[config.mk]
export PLATFORM = sky130hd
export DESIGN_NAME = tpva_front
export DESIGN_NICKNAME = d
export VERILOG_FILES = /design/src/tpva_pkg.sv /design/src/tpva_front.sv
export SDC_FILE = /design/constraint.sdc
export NUM_CORES = 2
export LEC_CHECK = 0
export BUFFER_PORTS_ARGS = -buffer_cell sky130_fd_sc_hd__buf_2
export CAP_MARGIN = 15
export CORE_MARGIN = 1
export CORE_UTILIZATION = 55
export CTS_BUF_LIST = sky130_fd_sc_hd__clkbuf_16
export CTS_CLUSTER_SIZE = 10
export DETAILED_ROUTE_END_ITERATION = 10
export PLACE_DENSITY = 0.75
export SYNTH_ARGS = -nofsm -noshare
export SYNTH_HDL_FRONTEND = slang
export SYNTH_SLANG_ARGS = --single-unit
export TNS_END_PERCENT = 10
[constraint.sdc]
create_clock -name clk -period 8.2 [get_ports clk]
set_clock_uncertainty 0.2 [all_clocks]
set_input_delay 0 -clock clk [delete_from_list [all_inputs] [get_ports clk]]
set_output_delay 0 -clock clk [all_outputs]
set_load 0.005 [all_outputs]
[src/tpva_pkg.sv]
// Shared types and constants for the three point vertex angle block.
package tpva_pkg;

  localparam int CORDIC_STEPS = 28;
  localparam int NORM_SHIFT = 38;
  localparam int XY_BITS = 42;
  localparam int Z_BITS = 32;
  localparam int ANGLE_BITS = 15;
  localparam logic [ANGLE_BITS-1:0] ANGLE_MAX = 15'd18000;
  localparam logic signed [Z_BITS-1:0] QUARTER_Q16 = 32'sd589824000;

  typedef logic signed [XY_BITS-1:0] xy_t;
  typedef logic signed [Z_BITS-1:0] zang_t;

  function automatic zang_t atan_q16(input logic [4:0] i);
    zang_t r;
    begin
      case (i)
        5'd0: r = 32'sd294912000;
        5'd1: r = 32'sd174096720;
        5'd2: r = 32'sd91987925;
        5'd3: r = 32'sd46694507;
        5'd4: r = 32'sd23437865;
        5'd5: r = 32'sd11730358;
        5'd6: r = 32'sd5866611;
        5'd7: r = 32'sd2933484;
        5'd8: r = 32'sd1466765;
        5'd9: r = 32'sd733385;
        5'd10: r = 32'sd366693;
        5'd11: r = 32'sd183347;
        5'd12: r = 32'sd91673;
        5'd13: r = 32'sd45837;
        5'd14: r = 32'sd22918;
        5'd15: r = 32'sd11459;
        5'd16: r = 32'sd5730;
        5'd17: r = 32'sd2865;
        5'd18: r = 32'sd1432;
        5'd19: r = 32'sd716;
        5'd20: r = 32'sd358;
        5'd21: r = 32'sd179;
        5'd22: r = 32'sd90;
        5'd23: r = 32'sd45;
        5'd24: r = 32'sd22;
        5'd25: r = 32'sd11;
        5'd26: r = 32'sd6;
        5'd27: r = 32'sd3;
        default: r = '0;
      endcase
      return r;
    end
  endfunction

  // Classified item passed from front to back.
  typedef struct packed {
    logic degen;
    logic [XY_BITS-1:0] x;
    logic [XY_BITS-1:0] y;
    zang_t z;
  } work_t;

endpackage

[src/tpva_front.sv]
// Front part: differences, products, quadrant fold and normalization.
module tpva_front #(
  parameter int COORD_BITS = 12
) (
  input  logic clk,
  input  logic rst,
  input  logic in_valid,
  output logic in_stall,
  input  logic [COORD_BITS-1:0] hx, hy, kx, ky, ax, ay,
  output logic out_valid,
  input  logic out_stall,
  output tpva_pkg::work_t out_item
);
  localparam int DB = COORD_BITS + 1;
  localparam int PB = 2 * DB + 2;
  localparam int XB = tpva_pkg::XY_BITS;
  localparam int SB = $clog2(XB);

  logic s1_v, s2_v, s3_v;
  logic adv;
  assign adv = !(s3_v && out_stall);
  assign in_stall = !adv;

  // stage 1: differences
  logic signed [DB-1:0] ux, uy, vx, vy;
  logic s1_deg;
  // stage 2: products
  logic signed [PB-1:0] dot, crs;
  logic s2_deg;

  always_ff @(posedge clk) begin
    if (rst) begin
      s1_v <= 1'b0;
      s2_v <= 1'b0;
      s3_v <= 1'b0;
    end else if (adv) begin
      s1_v <= in_valid;
      s2_v <= s1_v;
      s3_v <= s2_v;
    end
  end

  logic signed [PB-1:0] cr_raw;
  logic [XB-1:0] fx, fy, mx;
  logic [SB-1:0] sh;
  tpva_pkg::zang_t fz;

  assign cr_raw = PB'(ux) * PB'(vy) - PB'(uy) * PB'(vx);

  always_comb begin
    if (!dot[PB-1]) begin
      fx = XB'(dot);
      fy = XB'(crs);
      fz = '0;
    end else begin
      fx = XB'(crs);
      fy = XB'(-dot);
      fz = tpva_pkg::QUARTER_Q16;
    end
    mx = fx | fy;
    sh = '0;
    for (int b = 0; b < tpva_pkg::NORM_SHIFT; b++) begin
      if (mx[b]) sh = SB'(tpva_pkg::NORM_SHIFT - b);
    end
    if (mx == '0) sh = '0;
  end

  always_ff @(posedge clk) begin
    if (adv) begin
      ux <= DB'($signed({1'b0, hx})) - DB'($signed({1'b0, kx}));
      uy <= DB'($signed({1'b0, hy})) - DB'($signed({1'b0, ky}));
      vx <= DB'($signed({1'b0, ax})) - DB'($signed({1'b0, kx}));
      vy <= DB'($signed({1'b0, ay})) - DB'($signed({1'b0, ky}));
      s1_deg <= (hx == kx && hy == ky) || (ax == kx && ay == ky);
      dot <= PB'(ux) * PB'(vx) + PB'(uy) * PB'(vy);
      crs <= cr_raw[PB-1] ? -cr_raw : cr_raw;
      s2_deg <= s1_deg;
      out_item.degen <= s2_deg;
      out_item.x <= fx << sh;
      out_item.y <= fy << sh;
      out_item.z <= fz;
    end
  end

  assign out_valid = s3_v;
endmodule

=== Yosys cells after proc, flatten, opt, wreduce, memory -nomap -nowiden ===
Cells that the tools add are included.

* Shifts and indexed selects: 2
* Bitwise logic cells: 1
* Multiply operators: 4
* Muxes and demuxes: 43
* Reductions and logical operators: 5
* $add $sub $neg: 8
* Equality and inequality tests: 4

{| class="wikitable"
|+ Operators with widths
! kind !! count
|-
| two-way mux 6 bit || 39
|-
| multiplier 13 x 13 -> 26 bit || 4
|-
| two-way mux 42 bit || 2
|-
| left shift 42 x 6 -> 42 bit || 2
|-
| subtractor 12 x 12 -> 13 bit || 4
|-
| == test 12 bit || 4
|-
| zero test 42 bit || 1
|-
| negator 27 -> 42 bit || 1
|-
| OR 42 bit || 1
|-
| two-way mux 30 bit || 1
|-
| negator 27 -> 28 bit || 1
|-
| adder 26 x 26 -> 27 bit || 1
|-
| two-way mux 27 bit || 1
|-
| subtractor 26 x 26 -> 27 bit || 1
|-
| logical AND 1 bit || 3
|-
| logical OR 1 bit || 1
|}

* Logic and storage cells: 83
* Output and inout port bits: 119
* Input port bits: 76
* Register bits after elaboration: 229

=== Longest topological paths before layout ===
* Depth in word-level cells: 43
* Mapped depth: 30
* Mapped depth without buffers: 28

=== Least setup slack after synthesis ===
Ideal clock, no wire load.

* Path kind: register to register
* Start: reg uy[12]
* End: reg crs[15], data pin
* Stages on the path, launching flop included: 27
* Arrival: 7,487 ps
* Clock period less this slack: 7,950 ps
* Setup slack: 250 ps
* Data required time: 7,736 ps
* Setup time: 264 ps
* Cell sequence: edfxtp_1 clkbuf_1 nand2_1 inv_1 fa_1 inv_1 fa_1 inv_1 fa_1 fa_1 fa_1 fa_1 inv_1 fa_1 ha_1 and3_1 nand2_1 a21o_1 a31oi_1 a21oi_1 a2111oi_0 nand3_1 nand2_1 xnor2_1 clkbuf_1 a21oi_1 xor2_1

* Cells in the longest elaborated chain, start to end: 4

{| class="wikitable"
|+ Ends and longest elaborated chain
! what !! line !! text
|-
| start, declared || tpva_front.sv:25 || <nowiki>logic signed [DB-1:0] ux, uy, vx, vy;</nowiki>
|-
| start signal, assigned || tpva_front.sv:71 || <nowiki>uy <= DB'($signed({1'b0, hy})) - DB'($signed({1'b0, ky}));</nowiki>
|-
| multiplier 13 x 13 -> 26 bit (*) || tpva_front.sv:48 || <nowiki>assign cr_raw = PB'(ux) * PB'(vy) - PB'(uy) * PB'(vx);</nowiki>
|-
| subtractor 26 x 26 -> 27 bit (*) || tpva_front.sv:48 ||
|-
| negator 27 -> 28 bit || tpva_front.sv:76 || <nowiki>crs <= cr_raw[PB-1] ? -cr_raw : cr_raw;</nowiki>
|-
| two-way mux 27 bit (*) || tpva_front.sv:76 ||
|-
| end signal, assigned || tpva_front.sv:76 ||
|-
| end, declared || tpva_front.sv:28 || <nowiki>logic signed [PB-1:0] dot, crs;</nowiki>
|}

Mark *: on every way between the ends. The rest lies on a longest branch, timed or not.
A chain may end at the register's enable or synchronous reset.

=== Worst setup path in the final report ===
* Start: reg vy[8]
* End: reg crs[24], data pin

* Cells in the longest elaborated chain, start to end: 4

{| class="wikitable"
|+ Ends and longest elaborated chain
! what !! line !! text
|-
| start, declared || tpva_front.sv:25 ||
|-
| start signal, assigned || tpva_front.sv:73 || <nowiki>vy <= DB'($signed({1'b0, ay})) - DB'($signed({1'b0, ky}));</nowiki>
|-
| multiplier 13 x 13 -> 26 bit (*) || tpva_front.sv:48 ||
|-
| subtractor 26 x 26 -> 27 bit (*) || tpva_front.sv:48 ||
|-
| negator 27 -> 28 bit || tpva_front.sv:76 ||
|-
| two-way mux 27 bit (*) || tpva_front.sv:76 ||
|}

Marks and branches as above.

==> flow_summary_export.csv <==
group,metric,value,unit
sta,maxSlewHeadroom,0.214,
synthesis,synth_edf_count,195,
floorplanning,die_w,276,um
finish,drive_gt1_frac,0.0857,
detailed_routing,drt-pass1-iter-count,8,
worst_setup_path,required,8.23,ns
sta,period_share,0.972,
worst_setup_path,critPathLaunch,"vy[8]",
detailed_routing,wl_met3,8830,um
clock_network,cts_tree,"built",
clock_network,clk_latency,0.52,ns
synthesis,syn_area,41300,sq um
finish,diodes,0,
detailed_routing,drt-initial-drc-count,3076,
clock_network,clkSinkCount,198,
detailed_routing,drt-total-wl,112000,um
synthesis,synth_area_leader_cell,"fa_1",
place,place_area,43200,sq um
sta,grt_setup_unrepaired,"yes",
floorplanning,coreArea,74400,sq um
worst_setup_path,crit_buf_inv,6,
detailed_routing,dr_wl_met2,54500,um
synthesis,ys_async_sr_fraction,0,
sta,worst_slew_pin_slew,1.18,ns
sta,finalSetupTns,0,ns
place,dp_hpwl,87800,um
detailed_routing,top_layer,"met5",
clock_network,numCtsBuffers,17,
sta,slew_violations,0,
synthesis,synth.area.top_cells,"fa_1 (38%), edfxtp_1 (14%), ha_1 (8.5%), inv_1 (7.8%), nand2_1 (4.5%)",
synthesis,synthTopCellsByCount,"inv_1 (854), fa_1 (775), nand2_1 (493), and2_1 (292), ha_1 (281)",
synthesis,syn_area_per_cell,9.62,sq um
detailed_routing,antenna_left,0,
grt,grt_pass1_vias,33900,
grt,grt_max_degree,152,
hold_path,hold_start,"out_stall",
clock_network,cts.path.max_buffers,2,
floorplanning,die_area,76300,sq um
synthesis,seq_area_frac_synth,0.143,
detailed_routing,vias_per_cell,5.74,
synthesis,ys_ff_latch,198,
worst_setup_path,endpoint,"crs[24]",
detailed_routing,wl_met1,42800,um
worst_setup_path,path_delay_family,"adder cells",
synthesis,syn_inst,4298,
floorplanning,die_h,276,um
worst_setup_path,rrSetupSlack,0.23,ns
synthesis,yosys.area.top_type_share,0.375,
detailed_routing,routedWlPerCell,20.3,um
sta,layout_min_cycle_time,7.97,ns
grt,overflow,0,
detailed_routing,route.detailed.drc,0,
worst_setup_path,crit_arrival,8.00,ns
sta,fin_ws,0.232,ns
sta,hold_viol,0,
synthesis,yosys_warnings,0,
finish,nFillCells,6054,
synthesis,synthFlopType,"edfxtp_1",
worst_setup_path,cp_common_cell,"fa_1",
worst_setup_path,crit_path_max_incr_delay,0.63,ns
grt,grt_antenna_before_repair,1,
sta,max_freq,125,MHz
worst_setup_path,timing.rr.end,"crs[24]",
worst_setup_path,path_max_fanout,10,
finish,design_area,45300,sq um
worst_setup_path,rr_worst_depth,25,
place,place_congestion,0.971,
grt,grt_pass1_wl,181000,um
hold_path,hold_path_class,"input port to flip-flop",
sta,setup_viol,0,
job,max_cap_viol_count,0,
worst_setup_path,start_kind,"flip-flop",
worst_setup_path,cp.depth,25,
place,port_buffers,167,
worst_setup_path,crit_slowest_cell,"edfxtp_1",
worst_setup_path,critPathKind,"flip-flop to flip-flop",
finish,syn_to_final_growth,9.68,%
place,pre_cts_ws,0.170,ns
clock_network,cts-root-buf,"clkbuf_16",
grt,grt_use_total,0.304,
finish,fin_nets,5656,
run_status,status,"complete, no violations",
detailed_routing,vias,31600,
floorplanning,fp-row-count,100,
clock_network,clkTransAtPathRegs,0.10,ns
worst_setup_path,reg2reg_from,"vy[8]",
floorplanning,start_util,0.555,
worst_setup_path,cp-end-kind,"flip-flop",
synthesis,yosysUniqueCellTypes,93,
synthesis,synth_most_common_cell,"inv_1",
floorplanning,io_pins,195,
clock_network,htreeDepth,4,
[worst min-delay path by stage]
stage	to	cells past startpoint
finish	out_item[74]	2
global placement	s1_v	2
global route	vx[8]	5
detailed placement	s1_v	2
floorplan	s1_v	1
CTS	vx[8]	5
[cells in the final DEF, fill, tap and decap left out, drive strengths merged, types with 8 or more instances in the layout]
cell	count
mux4	20
a31oi	22
xnor2	101
nor4	10
buf	269
o21ai	81
o211ai	9
ha	281
clkbuf	17
nor2b	25
or3	16
nor2	191
a21o	62
conb	30
nand2b	43
and2	292
a21oi	106
mux2	21
o21a	8
nand4	13
o221ai	8
a211oi	10
nand3b	10
or4	8
nand3	19
dlygate4sd3	133
o31ai	9
edfxtp	195
inv	862
and3	15
nand2	494
fa	775
mux2i	137
a22oi	16
nor3	57
o22ai	12
xor2	58
[metrics by stage]
stage               utilization  hold WS [ns]  instances
global placement          0.580      -0.00843       5331
global route              0.609        0.0679       5506
detailed placement        0.580       0.00468       5331
floorplan                     -        -0.131       4327
finish                    0.609        0.0252       5506
CTS                       0.607       0.00105       5496
[sequential cells by signal, indices dropped and copies added, names as in the netlist]
name,flops
s2_v,1
s1_deg,1
vy,13
out_valid,1
vx,13
s2_deg,1
s1_v,1
uy,13
crs,28
out_item,86
dot,27
ux,13
[logic make-up (layout without fill, tap and decap cells)]
family | after synthesis | count (layout) | share of synthesized area
adders and majority gates | 1056 | 1056 | 0.460
and+or+nand+nor | 1223 | 1223 | 0.146
AOI/OAI and AO/OA | 405 | 405 | 0.0643
muxes | 178 | 178 | 0.0500
DFF | 198 | 198 | 0.143
other | 1 | 30 | 0.0000907
xor gates and xnor gates | 159 | 159 | 0.0337
buffers and inverters | 1078 | 1288 | 0.103
[area by class of cell]
class,instances,area (sq um),area share
multi-input cells,3051,31400,0.692
flip-flops and latches,198,5920,0.130
inverters,854,3210,0.0707
repair buffers,402,2990,0.0660
well taps,969,1210,0.0267
clock buffers,17,425,0.00938
clock inverters,15,224,0.00494
[worst register-to-register path, stage by stage, from the launching register on]
cell and delay [ns]:
edfxtp_1 0.63, nand2_1 0.13, fa_1 0.50, inv_1 0.05, fa_1 0.49, inv_1 0.07, fa_1 0.54, inv_1 0.05
fa_1 0.49, inv_1 0.05, fa_1 0.48, fa_1 0.49, inv_1 0.05, fa_1 0.43, ha_1 0.35, a21oi_1 0.32
inv_1 0.08, a41o_1 0.26, a2111oi_0 0.50, a31oi_1 0.16, nor3_2 0.30, nand4b_1 0.24, nor4b_4 0.40, nand2_1 0.15
o21bai_1 0.21, xnor2_1 0.10
[repair_timing]
item	CTS	global route
resized for setup	0	8
hold buffers	133	0
endpoints found under the setup margin	0	7
setup buffers	0	9
hold endpoints to repair	56	0
[metal layers]
layer | vias to the layer above | GRT usage
li1 | 13800 | -
met5 | - | 0
met4 | 2 | 0.153
met3 | 343 | 0.0460
met2 | 1500 | 0.511
met1 | 15900 | 0.384
Power is left out: the tool's default activity adds up to more than one toggle a clock period on the data nets, which glitch-free logic cannot reach.
