[src/tpva_pkg.sv]
// Shared types and constants for the three point vertex angle block.
package tpva_pkg;

  localparam int CORDIC_STEPS = 28;
  localparam int NORM_SHIFT = 38;
  localparam int XY_BITS = 42;
  localparam int Z_BITS = 32;
  localparam int ANGLE_BITS = 15;
  localparam logic [ANGLE_BITS-1:0] ANGLE_MAX = 15'd18000;
  localparam logic signed [Z_BITS-1:0] QUARTER_Q16 = 32'sd589824000;

  typedef logic signed [XY_BITS-1:0] xy_t;
  typedef logic signed [Z_BITS-1:0] zang_t;

  function automatic zang_t atan_q16(input logic [4:0] i);
    zang_t r;
    begin
      case (i)
        5'd0: r = 32'sd294912000;
        5'd1: r = 32'sd174096720;
        5'd2: r = 32'sd91987925;
        5'd3: r = 32'sd46694507;
        5'd4: r = 32'sd23437865;
        5'd5: r = 32'sd11730358;
        5'd6: r = 32'sd5866611;
        5'd7: r = 32'sd2933484;
        5'd8: r = 32'sd1466765;
        5'd9: r = 32'sd733385;
        5'd10: r = 32'sd366693;
        5'd11: r = 32'sd183347;
        5'd12: r = 32'sd91673;
        5'd13: r = 32'sd45837;
        5'd14: r = 32'sd22918;
        5'd15: r = 32'sd11459;
        5'd16: r = 32'sd5730;
        5'd17: r = 32'sd2865;
        5'd18: r = 32'sd1432;
        5'd19: r = 32'sd716;
        5'd20: r = 32'sd358;
        5'd21: r = 32'sd179;
        5'd22: r = 32'sd90;
        5'd23: r = 32'sd45;
        5'd24: r = 32'sd22;
        5'd25: r = 32'sd11;
        5'd26: r = 32'sd6;
        5'd27: r = 32'sd3;
        default: r = '0;
      endcase
      return r;
    end
  endfunction

  // Classified item passed from front to back.
  typedef struct packed {
    logic degen;
    logic [XY_BITS-1:0] x;
    logic [XY_BITS-1:0] y;
    zang_t z;
  } work_t;

endpackage

[src/tpva_fifo.sv]
// Short queue between the front and back parts.
module tpva_fifo (
  input  logic clk,
  input  logic rst,
  input  logic in_valid,
  output logic in_stall,
  input  tpva_pkg::work_t in_item,
  output logic out_valid,
  input  logic out_stall,
  output tpva_pkg::work_t out_item
);
  tpva_pkg::work_t mem [4];
  logic [1:0] wp, rp;
  logic [2:0] cnt;
  logic wr, rd;

  assign in_stall = cnt[2];
  assign out_valid = cnt != 3'd0;
  assign wr = in_valid && !in_stall;
  assign rd = out_valid && !out_stall;
  assign out_item = mem[rp];

  always_ff @(posedge clk) begin
    if (rst) begin
      wp <= '0;
      rp <= '0;
      cnt <= '0;
    end else begin
      if (wr) wp <= wp + 2'd1;
      if (rd) rp <= rp + 2'd1;
      cnt <= cnt + 3'(wr) - 3'(rd);
    end
  end

  always_ff @(posedge clk) begin
    if (wr) mem[wp] <= in_item;
  end
endmodule

[config.mk]
export PLATFORM = sky130hd
export DESIGN_NAME = tpva_fifo
export DESIGN_NICKNAME = d
export VERILOG_FILES = /design/src/tpva_pkg.sv /design/src/tpva_fifo.sv
export SDC_FILE = /design/constraint.sdc
export NUM_CORES = 1
export LEC_CHECK = 0
export BUFFER_PORTS_ARGS = -buffer_cell sky130_fd_sc_hd__buf_2
export CAP_MARGIN = 10
export CORE_ASPECT_RATIO = 0.8
export CORE_MARGIN = 8
export CORE_UTILIZATION = 51
export CTS_BUF_LIST = sky130_fd_sc_hd__clkbuf_16
export DETAILED_ROUTE_END_ITERATION = 8
export HOLD_SLACK_MARGIN = 0.06
export PLACE_DENSITY_LB_ADDON = 0.12
export SLEW_MARGIN = 20
export SYNTH_ARGS = -nofsm -noshare
export SYNTH_HDL_FRONTEND = slang
export SYNTH_SLANG_ARGS = --single-unit
[constraint.sdc]
create_clock -name clk -period 3.59 [get_ports clk]
set_clock_uncertainty 0.05 [all_clocks]
set_input_delay 0.1795 -clock clk [delete_from_list [all_inputs] [get_ports clk]]
set_output_delay 0.1795 -clock clk [all_outputs]
set_load 0.005 [all_outputs]
# Yosys cells after proc, flatten, opt, wreduce, memory -nomap -nowiden
# Memories as Yosys holds them, arrays and structs flattened. A register that Yosys moved wholly into a read port is not among the register bits.
# Cells that the tools add are included.
word_totals:
  regBits: 7
  latchBits: 0
  ramBits: 468
  rom_bits: 0
  in_bits: 121
  output_inout_bits: 119
  elab_cells: 17
  mem_count: 1
classes:
  add_sub_neg: 4
  n_mul: 0
  div: 0
  order_cmp: 0
  n_eq_ne: 0
  shifts: 0
  n_mux: 4
  bitwise: 0
  n_reduce_logical: 5
memory_table:
  columns: ["memory", "depth", "width", "read_ports", "rd_clocked_by_memory_dff", "write_ports", "line", "text"]
  rows:
  - ["mem", 4, 117, 1, 1, 1, "tpva_fifo.sv:12", "tpva_pkg::work_t mem [4];"]
op_table:
  columns: ["op", "count"]
  rows:
  - ["2-bit by 1-bit adder with 2-bit output, second input constant", 2]
  - ["2-bit two-way mux", 2]
  - ["3-bit by 1-bit adder with 3-bit output", 1]
  - ["3-bit nonzero test", 1]
  - ["3-bit by 1-bit subtractor with 3-bit output", 1]
  - ["1-bit logical AND", 2]
  - ["1-bit zero test", 2]
  - ["1-bit two-way mux", 2]

# Depth between registers and ports, before layout
# Gate-level depths: netlist of run 1.
logic_depth:
  word_depth: 4
  depth_mapped: 11
  ltp_nobuf: 10

# Least setup slack after synthesis of run 1
# OpenSTA, ideal clock, no wires.
synth_timing:
  kind: "register to register"
  start: "reg cnt[2]"
  end: "mem mem[1][0] in the netlist's numbering (enable)"
  setup_ns: 0.490
  arrival_time_ns: 3.400
  t_required_ns: 3.050
  setup_slack_ns: -0.349
  stages_incl_launch_ff: 4
  n_path_buf: 1
  period_less_slack_ns: 3.939
  cell_sequence: "dfxtp_1 nor2b_1 clkbuf_1 and2_1"
synth_between:
  elab_chain_cells: 4
synth_lines:
  columns: ["item", "line", "text"]
  rows:
  - ["start: declaration", "tpva_fifo.sv:14", "logic [2:0] cnt;"]
  - ["start signal: assignment", "tpva_fifo.sv:31", "cnt <= cnt + 3'(wr) - 3'(rd);"]
  - ["1-bit zero test", "tpva_fifo.sv:19", "assign wr = in_valid && !in_stall;"]
  - ["1-bit logical AND", "tpva_fifo.sv:19", null]
  - ["1-bit two-way mux", "tpva_fifo.sv:36", "if (wr) mem[wp] <= in_item;"]
  - ["1-bit two-way mux (implied by the code)", "tpva_fifo.sv:36", null]
  - ["end: declaration", "tpva_fifo.sv:12", null]
# Every way passes these cells.

==> flow_summary_export.csv, run 1 <==
group,metric,value,unit
logic_synthesis,synth.distinct_cells,22,
logic_synthesis,synthTopCellsByCount,"edfxtp_1 (468), mux4_2 (117), buf_2 (13), clkbuf_1 (9), dfxtp_1 (9)",
clock_tree,worstSkewPairLatency,0.55,ns
pwr,power_leakage,0.007410,uW
logic_synthesis,syn_area,17300,sq um
clock_tree,ctsHtreeMaxLevel,2,
die,initial_core_util,0.5155,
grt,overflow,0,
clock_tree,cts_tree,"built",
logic_synthesis,synth_top_area_frac,0.8124,
setup_path,path_max_fanout,49,
die,core_area,33560,sq um
clock_tree,cts_made_buffers,46,
logic_synthesis,synth.net_count,788,
grt,first_global_vias,9315,
grt,grt_pass1_wl,54020,um
cells_and_area,syn_to_final_growth,25.92,%
clock_tree,cts_root_buffer,"clkbuf_16",
timing,fin_crit_sh,0.7452,
setup_path,required,3.36,ns
setup_path,worstSetupPathType,"reg2out",
grt,grt_antenna_before_repair,3,
place,globalplace.congestion,0.7243,
clock_tree,cts_resized,0,
die,die-width,221.9,um
logic_synthesis,ys_seq_area_frac,0.8228,
route,vias,8201,
setup_path,cp-end-kind,"output pin",
logic_synthesis,synthCells,660,
timing,rsz0062_at_grt,"no",
timing,finalSetupTns,0,ns
logic_synthesis,avgSynthCellArea,26.21,sq um
place,io_buffers,239,
hold_path,hp-class,"in2reg",
clock_tree,clk_pin_slew,0.06,ns
timing,setup_viol,0,
clock_tree,ctsHoldBuffers,120,
logic_synthesis,ys_warn_count,0,
status,run_status,"finished clean",
route,dr.pass1.iters,4,
timing,fmax,373.8,MHz
route,routedWlPerCell,23.05,um
route,drtIter0Drc,490,
place,dpl.cell_count,1316,
logic_synthesis,synthArstFlopShare,0,
timing,relSlewSlack,0.4802,
die,pin_count,240,
setup_path,r2r_end,"cnt[2]",
logic_synthesis,synth_edf_count,468,
route,avgViaCountPerCell,5.378,
route,final_antenna_net_count,0,
grt,grt_use_total,0.1751,
die,die_area,40110,sq um
die,row_count,60,
setup_path,endpoint,"out_item[2]",
setup_path,worst_r2r_path_depth,10,
timing,timing.final.crit_period,2.675,ns
cells_and_area,drive_above_1_share,0.4044,
timing,finalMaxSlewViolations,0,
logic_synthesis,ys_ff_latch,477,
place,dpl.hpwl,21110,um
clock_tree,clockBufferDepth,3,
grt,grt_start_max_net_pins,118,
setup_path,timing.reg2reg.setup_slack,1.11,ns
setup_path,startpoint_type,"flop",
setup_path,crit_arrival,2.45,ns
timing,worst_pin_slew,0.7798,ns
logic_synthesis,yosysTopAreaCell,"edfxtp_1",
clock_tree,cts_sinks,477,
route,wirelength,35150,um
pwr,cellPowerDensity,671.4,nW/um^2
die,die_y,180.7,um
setup_path,r2r-start,"cnt[2]",
logic_synthesis,synthTopCellsByArea,"edfxtp_1 (81%), mux4_2 (15%), dfxtp_1 (1.0%)",
cells_and_area,fillers,2263,
logic_synthesis,synth.most_common_cell,"edfxtp_1",
cells_and_area,fin_cells,1525,
timing,hold_viol_final,0,
cells_and_area,fin_nets,1178,
clock_tree,post_cts_buffers,0,
pwr,vdd_ir_drop_max,0.0005627,V
route,drc,0,
logic_synthesis,synth_ff_type,"edfxtp_1",
run,cap_violations,0,
==> through the flow <==
stage          hold slack [ns]  setup slack (ns)    util  cell area (sq um)  total power [uW]
5_1_grt                 0.2009            0.7907  0.6491              21780             15260
3_5_place_dp            0.3463             1.095  0.5688              19090             10060
3_3_place_gp            0.3379             1.274  0.5688              19090              9963
2_1_floorplan           0.2284            0.9465       -              17300              8773
4_1_cts                 0.1323            0.8290  0.6489              21780             14860
6_report                0.1613            0.9149  0.6491              21780             14630
==> critical path: stages, from the launching register on <==
cell and delay (ns):
dfxtp_4 0.86, buf_4 0.45, mux4_2 0.40, buf_2 0.16
==> cells by family (layout without fill, tap and decap cells) <==
group	Yosys count	after routing	share of synthesized area
AOI/OAI and AO/OA	3	3	0.0008677
xor gates and xnor gates	2	2	0.001013
adders and majority gates	7	7	0.005497
buffers and inverters	34	462	0.01070
DFF	477	477	0.8228
muxes	119	119	0.1536
other	0	3	0
and+or+nand+nor	18	18	0.005570
==> report_power, final <==
part           total, uW  switching (uW)  internal, uW
sequential          7020             183          6830
clock               4680            1940          2740
combinational       2930            1450          1480
total              14600            3570         11100
==> metal layers <==
layer | part of all wire | track usage | vias to the layer above
met1 | 0.41 | 0.2242 | 4276
li1 | - | - | 3630
met3 | 0.066 | 0.04855 | 51
met2 | 0.50 | 0.2948 | 244
met5 | 0 | 0 | -
met4 | 0.020 | 0.04660 | 0
==> placed cells by master, fill, tap and decap left out <==
cell,synthesis,final
a21oi_1,2,2
and2_1,5,1
and2_4,0,4
buf_12,0,9
buf_2,13,239
buf_4,1,2
bufinv_16,0,4
clkbuf_16,0,49
clkinv_1,0,12
clkinv_2,0,13
dfxtp_1,9,7
dfxtp_4,0,2
diode_2,0,3
dlygate4sd3_1,0,120
edfxtp_1,468,468
fa_1,1,1
ha_1,6,6
inv_1,6,14
mux2_2,1,1
mux2i_1,1,1
mux4_2,117,117
nor2_1,6,6
nor2b_1,3,3
nor3_1,2,2
nor3b_1,1,1
o21ai_0,1,1
or3_1,1,1
xnor2_1,1,1
xor2_1,1,1
==> layout make-up <==
cell class / instances / area [sq um] / area share
Multi-Input combinational cell: 149 / 2890 / 0.1327
Clock buffer: 49 / 1226 / 0.05629
Sequential cell: 477 / 14240 / 0.6538
Tap cell: 434 / 543.0 / 0.02493
Timing Repair Buffer: 370 / 2592 / 0.1190
Clock inverter: 37 / 260.3 / 0.01195
Inverter: 6 / 22.52 / 0.001034
Antenna cell: 3 / 7.507 / 0.0003446
==> worst min path at each step <==
stage / start / to / slack (ns) / cells past startpoint
after floorplan: in_item[0] / mem[0][0] / 0.23 / 0
after global placement: in_item[34] / mem[3][34] / 0.34 / 1
after detailed placement: in_item[97] / mem[1][97] / 0.35 / 1
after CTS: in_valid / wp[0] / 0.13 / 4
after global routing: in_valid / wp[1] / 0.20 / 4
final: in_valid / wp[1] / 0.16 / 4
==> flip-flops by register name, summed over array words and instances (netlist names), named ones only <==
register,flops
wp,2
rp,2
mem,468
cnt,3
(Power assumes the default switching activity.)
==> inputs of run 2 (changes only) <==
==> constraint.sdc (replaced) <==
create_clock -name clk -period 2.4 [get_ports clk]
set_clock_uncertainty 0.05 [all_clocks]
set_input_delay 0.12 -clock clk [delete_from_list [all_inputs] [get_ports clk]]
set_output_delay 0.12 -clock clk [all_outputs]
set_load 0.005 [all_outputs]
==> run 2 against run 1 <==
  * Flip-flop and latch count stayed put
  * Critical path depth stayed put
  * Combinational power is 56% higher
  * Sequential power is 50% higher
  * Final area is 0.70% higher
  * Register-to-register slack worse by 0.94 ns
  * Die area stayed put
  * Final cell count is 0.92% higher
  * Clock power is 45% higher
  * Core utilization is 0.45 points higher
  * Critical path type unchanged
  * Largest power group unchanged
  * Highest routed layer unchanged
==> flow_summary_export.csv, run 2 (synthesized netlist as in run 1, its figures left out) <==
group,metric,value,unit
status,run_status,"finished clean",
die,die_area,40110,sq um
timing,finalMaxSlewViolations,0,
grt,grt_start_max_net_pins,57,
clock_tree,cts_root_buffer,"clkbuf_16",
pwr,cellPowerDensity,994.1,nW/um^2
grt,grt_antenna_before_repair,0,
cells_and_area,largest_reg_flops,468,
timing,rsz0062_at_grt,"yes",
clock_tree,cts_tree,"built",
grt,grt_pass1_wl,54650,um
route,vias,8311,
route,final_antenna_net_count,0,
die,initial_core_util,0.5155,
timing,fin_crit_sh,0.9610,
route,dr.pass1.iters,5,
timing,hold_viol_final,0,
cells_and_area,syn_to_final_growth,26.80,%
cells_and_area,drive_above_1_share,0.4127,
setup_path,required,2.23,ns
cells_and_area,top_register,"mem",
die,die-width,221.9,um
run,cap_violations,0,
clock_tree,ctsHtreeMaxLevel,2,
setup_path,cp-end-kind,"output pin",
grt,first_global_vias,9316,
die,row_count,60,
place,dpl.cell_count,1336,
timing,fmax,433.6,MHz
die,die_y,180.7,um
setup_path,timing.reg2reg.setup_slack,0.17,ns
place,io_buffers,239,
place,globalplace.congestion,0.7562,
cells_and_area,fin_cells,1539,
cells_and_area,fillers,2219,
pwr,power_leakage,0.007498,uW
cells_and_area,layout_common_cells,"edfxtp_1 (468), buf_2 (236), dlygate4sd3_1 (120)",
clock_tree,worstSkewPairLatency,0.54,ns
route,avgViaCountPerCell,5.400,
cells_and_area,fin_nets,1198,
grt,grt_use_total,0.1759,
die,pin_count,240,
clock_tree,clockBufferDepth,3,
clock_tree,cts_sinks,477,
clock_tree,post_cts_buffers,0,
timing,relSlewSlack,0.6946,
setup_path,worstSetupPathType,"reg2out",
timing,worst_pin_slew,0.4581,ns
die,core_area,33560,sq um
grt,overflow,0,
route,drc,0,
cells_and_area,layout_commonest_cell,"edfxtp_1",
timing,timing.final.crit_period,2.306,ns
hold_path,hp-class,"in2reg",
route,routedWlPerCell,22.88,um
pwr,vdd_ir_drop_max,0.0006580,V
place,dpl.hpwl,22210,um
route,drtIter0Drc,718,
setup_path,crit_arrival,2.14,ns
timing,setup_viol,0,
setup_path,startpoint_type,"flop",
timing,finalWorstSetupSlack,0.09371,ns
clock_tree,clk_pin_slew,0.06,ns
cells_and_area,top_regs,"mem (468), cnt (3)",
setup_path,path_max_fanout,56,
clock_tree,cts_made_buffers,46,
route,wirelength,35210,um
place,place_ws,0.02920,ns
cells_and_area,diodes,0,
-- run 2: cell types whose count changed in the layout (fill, tap and decap cells not counted), sizes merged --
cell and delta:
diode -3, clkinv -2, clkinvlp +1, buf +20, bufinv -2
-- run 2: worst paths after layout --
check,depth (start not counted),end,from
worst max register to register,10,cnt[2],cnt[1]
worst min-delay path,5,wp[1],in_valid
worst min register to register,2,wp[1],wp[1]
worst max-delay path,3,out_item[86],flop
-- run 2: routing by layer --
metal | share of wire | global-route usage
met3 | 0.060 | 0.04127
met5 | 0 | 0
met1 | 0.42 | 0.2361
met2 | 0.50 | 0.2922
met4 | 0.015 | 0.04130
-- run 2: what timing repair did --
item / 4_1_cts / 5_1_grt
endpoints found under the hold margin: 477 / 0
setup endpoints to repair: 1 / 11
hold buffers: 120 / 0
resized for setup: 1 / 5
-- run 2: final cells by class --
cell class / instances / area, sq um / share of cell area
Clock buffer: 49 / 1226 / 0.05590
Sequential cell: 477 / 14240 / 0.6492
Multi-Input combinational cell: 149 / 2902 / 0.1323
Clock inverter: 34 / 195.2 / 0.008898
Tap cell: 434 / 543.0 / 0.02475
Inverter: 6 / 22.52 / 0.001027
Timing Repair Buffer: 390 / 2806 / 0.1279
-- run 2: power by group --
group	leakage [uW]	internal (uW)	total (uW)	switching, uW
Clock	0.000732	3870	6770	2890
Sequential	0.00435	10200	10500	257
Combinational	0.00241	2350	4580	2230
Total	0.00750	16400	21800	5380
-- run 2: metrics by stage --
stage | power (uW) | TNS, ns | cell area (sq um) | hold slack (ns) | util
2_1_floorplan | 13120 | -113.95 | 17300 | 0.1689 | -
3_3_place_gp | 14970 | 0 | 19280 | 0.2780 | 0.5744
3_5_place_dp | 15120 | 0 | 19280 | 0.2871 | 0.5744
4_1_cts | 22070 | 0 | 21900 | 0.1120 | 0.6527
5_1_grt | 22740 | -0.01783 | 21940 | 0.1675 | 0.6537
6_report | 21810 | 0 | 21940 | 0.1482 | 0.6537
-- run 2: worst max-delay path, cell delays in order, from the launching register on --
cell	delay, ns
dfxtp_4	0.40
buf_16	0.35
mux4_2	0.62
buf_6	0.15
==> inputs of run 3 (changes only) <==
--- a/config.mk
+++ b/config.mk
@@ -13,7 +13,7 @@
 export CTS_BUF_LIST = sky130_fd_sc_hd__clkbuf_16
 export DETAILED_ROUTE_END_ITERATION = 8
 export HOLD_SLACK_MARGIN = 0.06
-export PLACE_DENSITY_LB_ADDON = 0.12
+export PLACE_DENSITY = 0.76
 export SLEW_MARGIN = 20
 export SYNTH_ARGS = -nofsm -noshare
 export SYNTH_HDL_FRONTEND = slang
==> constraint.sdc (replaced) <==
create_clock -name clk -period 2.9 [get_ports clk]
set_clock_uncertainty 0.05 [all_clocks]
set_input_delay 0.145 -clock clk [delete_from_list [all_inputs] [get_ports clk]]
set_output_delay 0.145 -clock clk [all_outputs]
set_load 0.005 [all_outputs]
==> run 3 against run 2 <==
  * Die area is the same
  * Worst hold slack lost 0.046 ns
  * Worst setup slack gained 0.30 ns
  * Largest cell class unchanged
  * Final area shrank 0.67%
  * Final cell count shrank 1.2%
==> flow_summary_export.csv, run 3 (synthesized netlist as in run 1, its figures left out) <==
group,metric,value,unit
status,run_status,"finished clean",
grt,grt_antenna_before_repair,4,
die,die_y,180.7,um
clock_tree,worstSkewPairLatency,0.54,ns
grt,grt-busiest-layer,"met2",
place,globalplace.congestion,0.7026,
timing,fmax,399.8,MHz
die,pin_count,240,
pwr,vdd_ir_drop_max,0.0006279,V
hold_path,hp-class,"in2reg",
cells_and_area,layout_commonest_cell,"edfxtp_1",
timing,hold_viol_final,0,
setup_path,crit_arrival,2.31,ns
hold_path,hold_start,"in_valid",
clock_tree,cts_made_buffers,45,
setup_path,timing.reg2reg.setup_slack,0.48,ns
place,dpl.hpwl,20130,um
clock_tree,cts_sinks,477,
grt,grt_use_total,0.1735,
clock_tree,clk_pin_slew,0.06,ns
setup_path,r2r-start,"cnt[1]",
timing,rsz0062_at_grt,"no",
cells_and_area,drive_above_1_share,0.4041,
timing,finalSetupTns,0,ns
route,avgViaCountPerCell,5.423,
grt,grt_start_max_net_pins,63,
cells_and_area,top_register,"mem",
die,core_area,33560,sq um
grt,grt_pass1_wl,53380,um
route,wirelength,35360,um
timing,worst_pin_slew,0.4606,ns
route,vias,8249,
clock_tree,cts_tree,"built",
setup_path,worstSetupPathType,"reg2out",
grt,use_met1,0.2150,
timing,fin_crit_sh,0.8626,
grt,overflow,0,
die,die-width,221.9,um
grt,use_met2,0.2973,
timing,timing.final.crit_period,2.501,ns
clock_tree,clockBufferDepth,3,
die,die_area,40110,sq um
setup_path,max_stage_delay,0.61,ns
setup_path,cpMaxStageDelayCell,"mux4_2",
cells_and_area,top_regs,"mem (468), cnt (3)",
timing,finalMaxSlewViolations,0,
clock_tree,ctsHtreeMaxLevel,2,
timing,relSlewSlack,0.6906,
cells_and_area,largest_reg_flops,468,
cells_and_area,layout_common_cells,"edfxtp_1 (468), buf_2 (239), dlygate4sd3_1 (120)",
clock_tree,post_cts_buffers,0,
die,initial_core_util,0.5155,
grt,grt_use_met3,0.05114,
die,row_count,60,
setup_path,path_max_fanout,42,
pwr,cellPowerDensity,829.4,nW/um^2
timing,setup_viol,0,
setup_path,cp-end-kind,"output pin",
setup_path,worstPathCellList,"buf_12 -> mux4_2 -> buf_2",
cells_and_area,fin_nets,1181,
run,cap_violations,0,
setup_path,startpoint_type,"flop",
route,drc,0,
pwr,power_leakage,0.007393,uW
route,drtIter0Drc,724,
clock_tree,cts_root_buffer,"clkbuf_16",
pwr,total_power,18070,uW
grt,first_global_vias,8954,
cells_and_area,fillers,2080,
place,io_buffers,239,
route,dr.pass1.iters,5,
cells_and_area,syn_to_final_growth,25.95,%
setup_path,required,2.71,ns
route,final_antenna_net_count,0,
route,routedWlPerCell,23.25,um
[run 3: cell count changes in the layout (fill, tap and decap cells not counted), sizes merged]
cell | previous run | this run
buf | 270 | 254
clkinv | 23 | 17
clkbuf | 49 | 45
diode | 0 | 3
bufinv | 2 | 6
clkinvlp | 1 | 2
[run 3: timing repair]
action,in CTS,in global routing
endpoints found under the hold margin,477,0
hold buffers,120,0
resized for setup,0,0
[run 3: final cells by class]
cell class	count	area, sq um	share of cell area
antenna	3	7.507	0.0003446
tap	434	543.0	0.02492
sequential	477	14240	0.6536
inverter	6	22.52	0.001034
clock buffer	45	1126	0.05168
clock inverter	33	297.8	0.01367
timing repair buffer	374	2660	0.1221
multi-input combinational	149	2890	0.1327
[run 3: report_power, final]
part | total (uW) | leakage, uW | internal (uW) | switching [uW]
clock network | 5690 | 0.000725 | 3340 | 2350
logic | 3670 | 0.00231 | 1880 | 1800
registers | 8710 | 0.00435 | 8450 | 253
[run 3: per-layer routing]
metal / part of all wire / wire [um]
met4: 0.018 / 642
met2: 0.51 / 17990
met5: 0.0019 / 68
met1: 0.40 / 14050
met3: 0.074 / 2607
[run 3: critical path, delay by kind of cell (launching register included)]
family                 cells  cell delay [ns]
flip-flops                 1             0.60
multiplexers               1             0.61
buffers and inverters      2             0.54
[run 3: through the flow]
stage / std cells / worst slack (ns) / hold slack, ns / utilization / instance area [sq um]
2_1_floorplan: 660 / 0.2565 / 0.1939 / - / 17300
5_1_grt: 1521 / 0.2585 / 0.1138 / 0.6493 / 21790
6_report: 1521 / 0.3986 / 0.1026 / 0.6493 / 21790
3_5_place_dp: 1320 / 0.5648 / 0.3107 / 0.5708 / 19160
4_1_cts: 1518 / 0.3209 / 0.07614 / 0.6491 / 21780
3_3_place_gp: 1320 / 0.6648 / 0.3080 / 0.5708 / 19160
[run 3: path summary, 6_finish.rpt]
kind / to / cells past startpoint
setup / recovery: out_item[61] / 3
setup reg to reg: cnt[2] / 10
hold / removal: wp[0] / 5
hold reg to reg: cnt[2] / 2
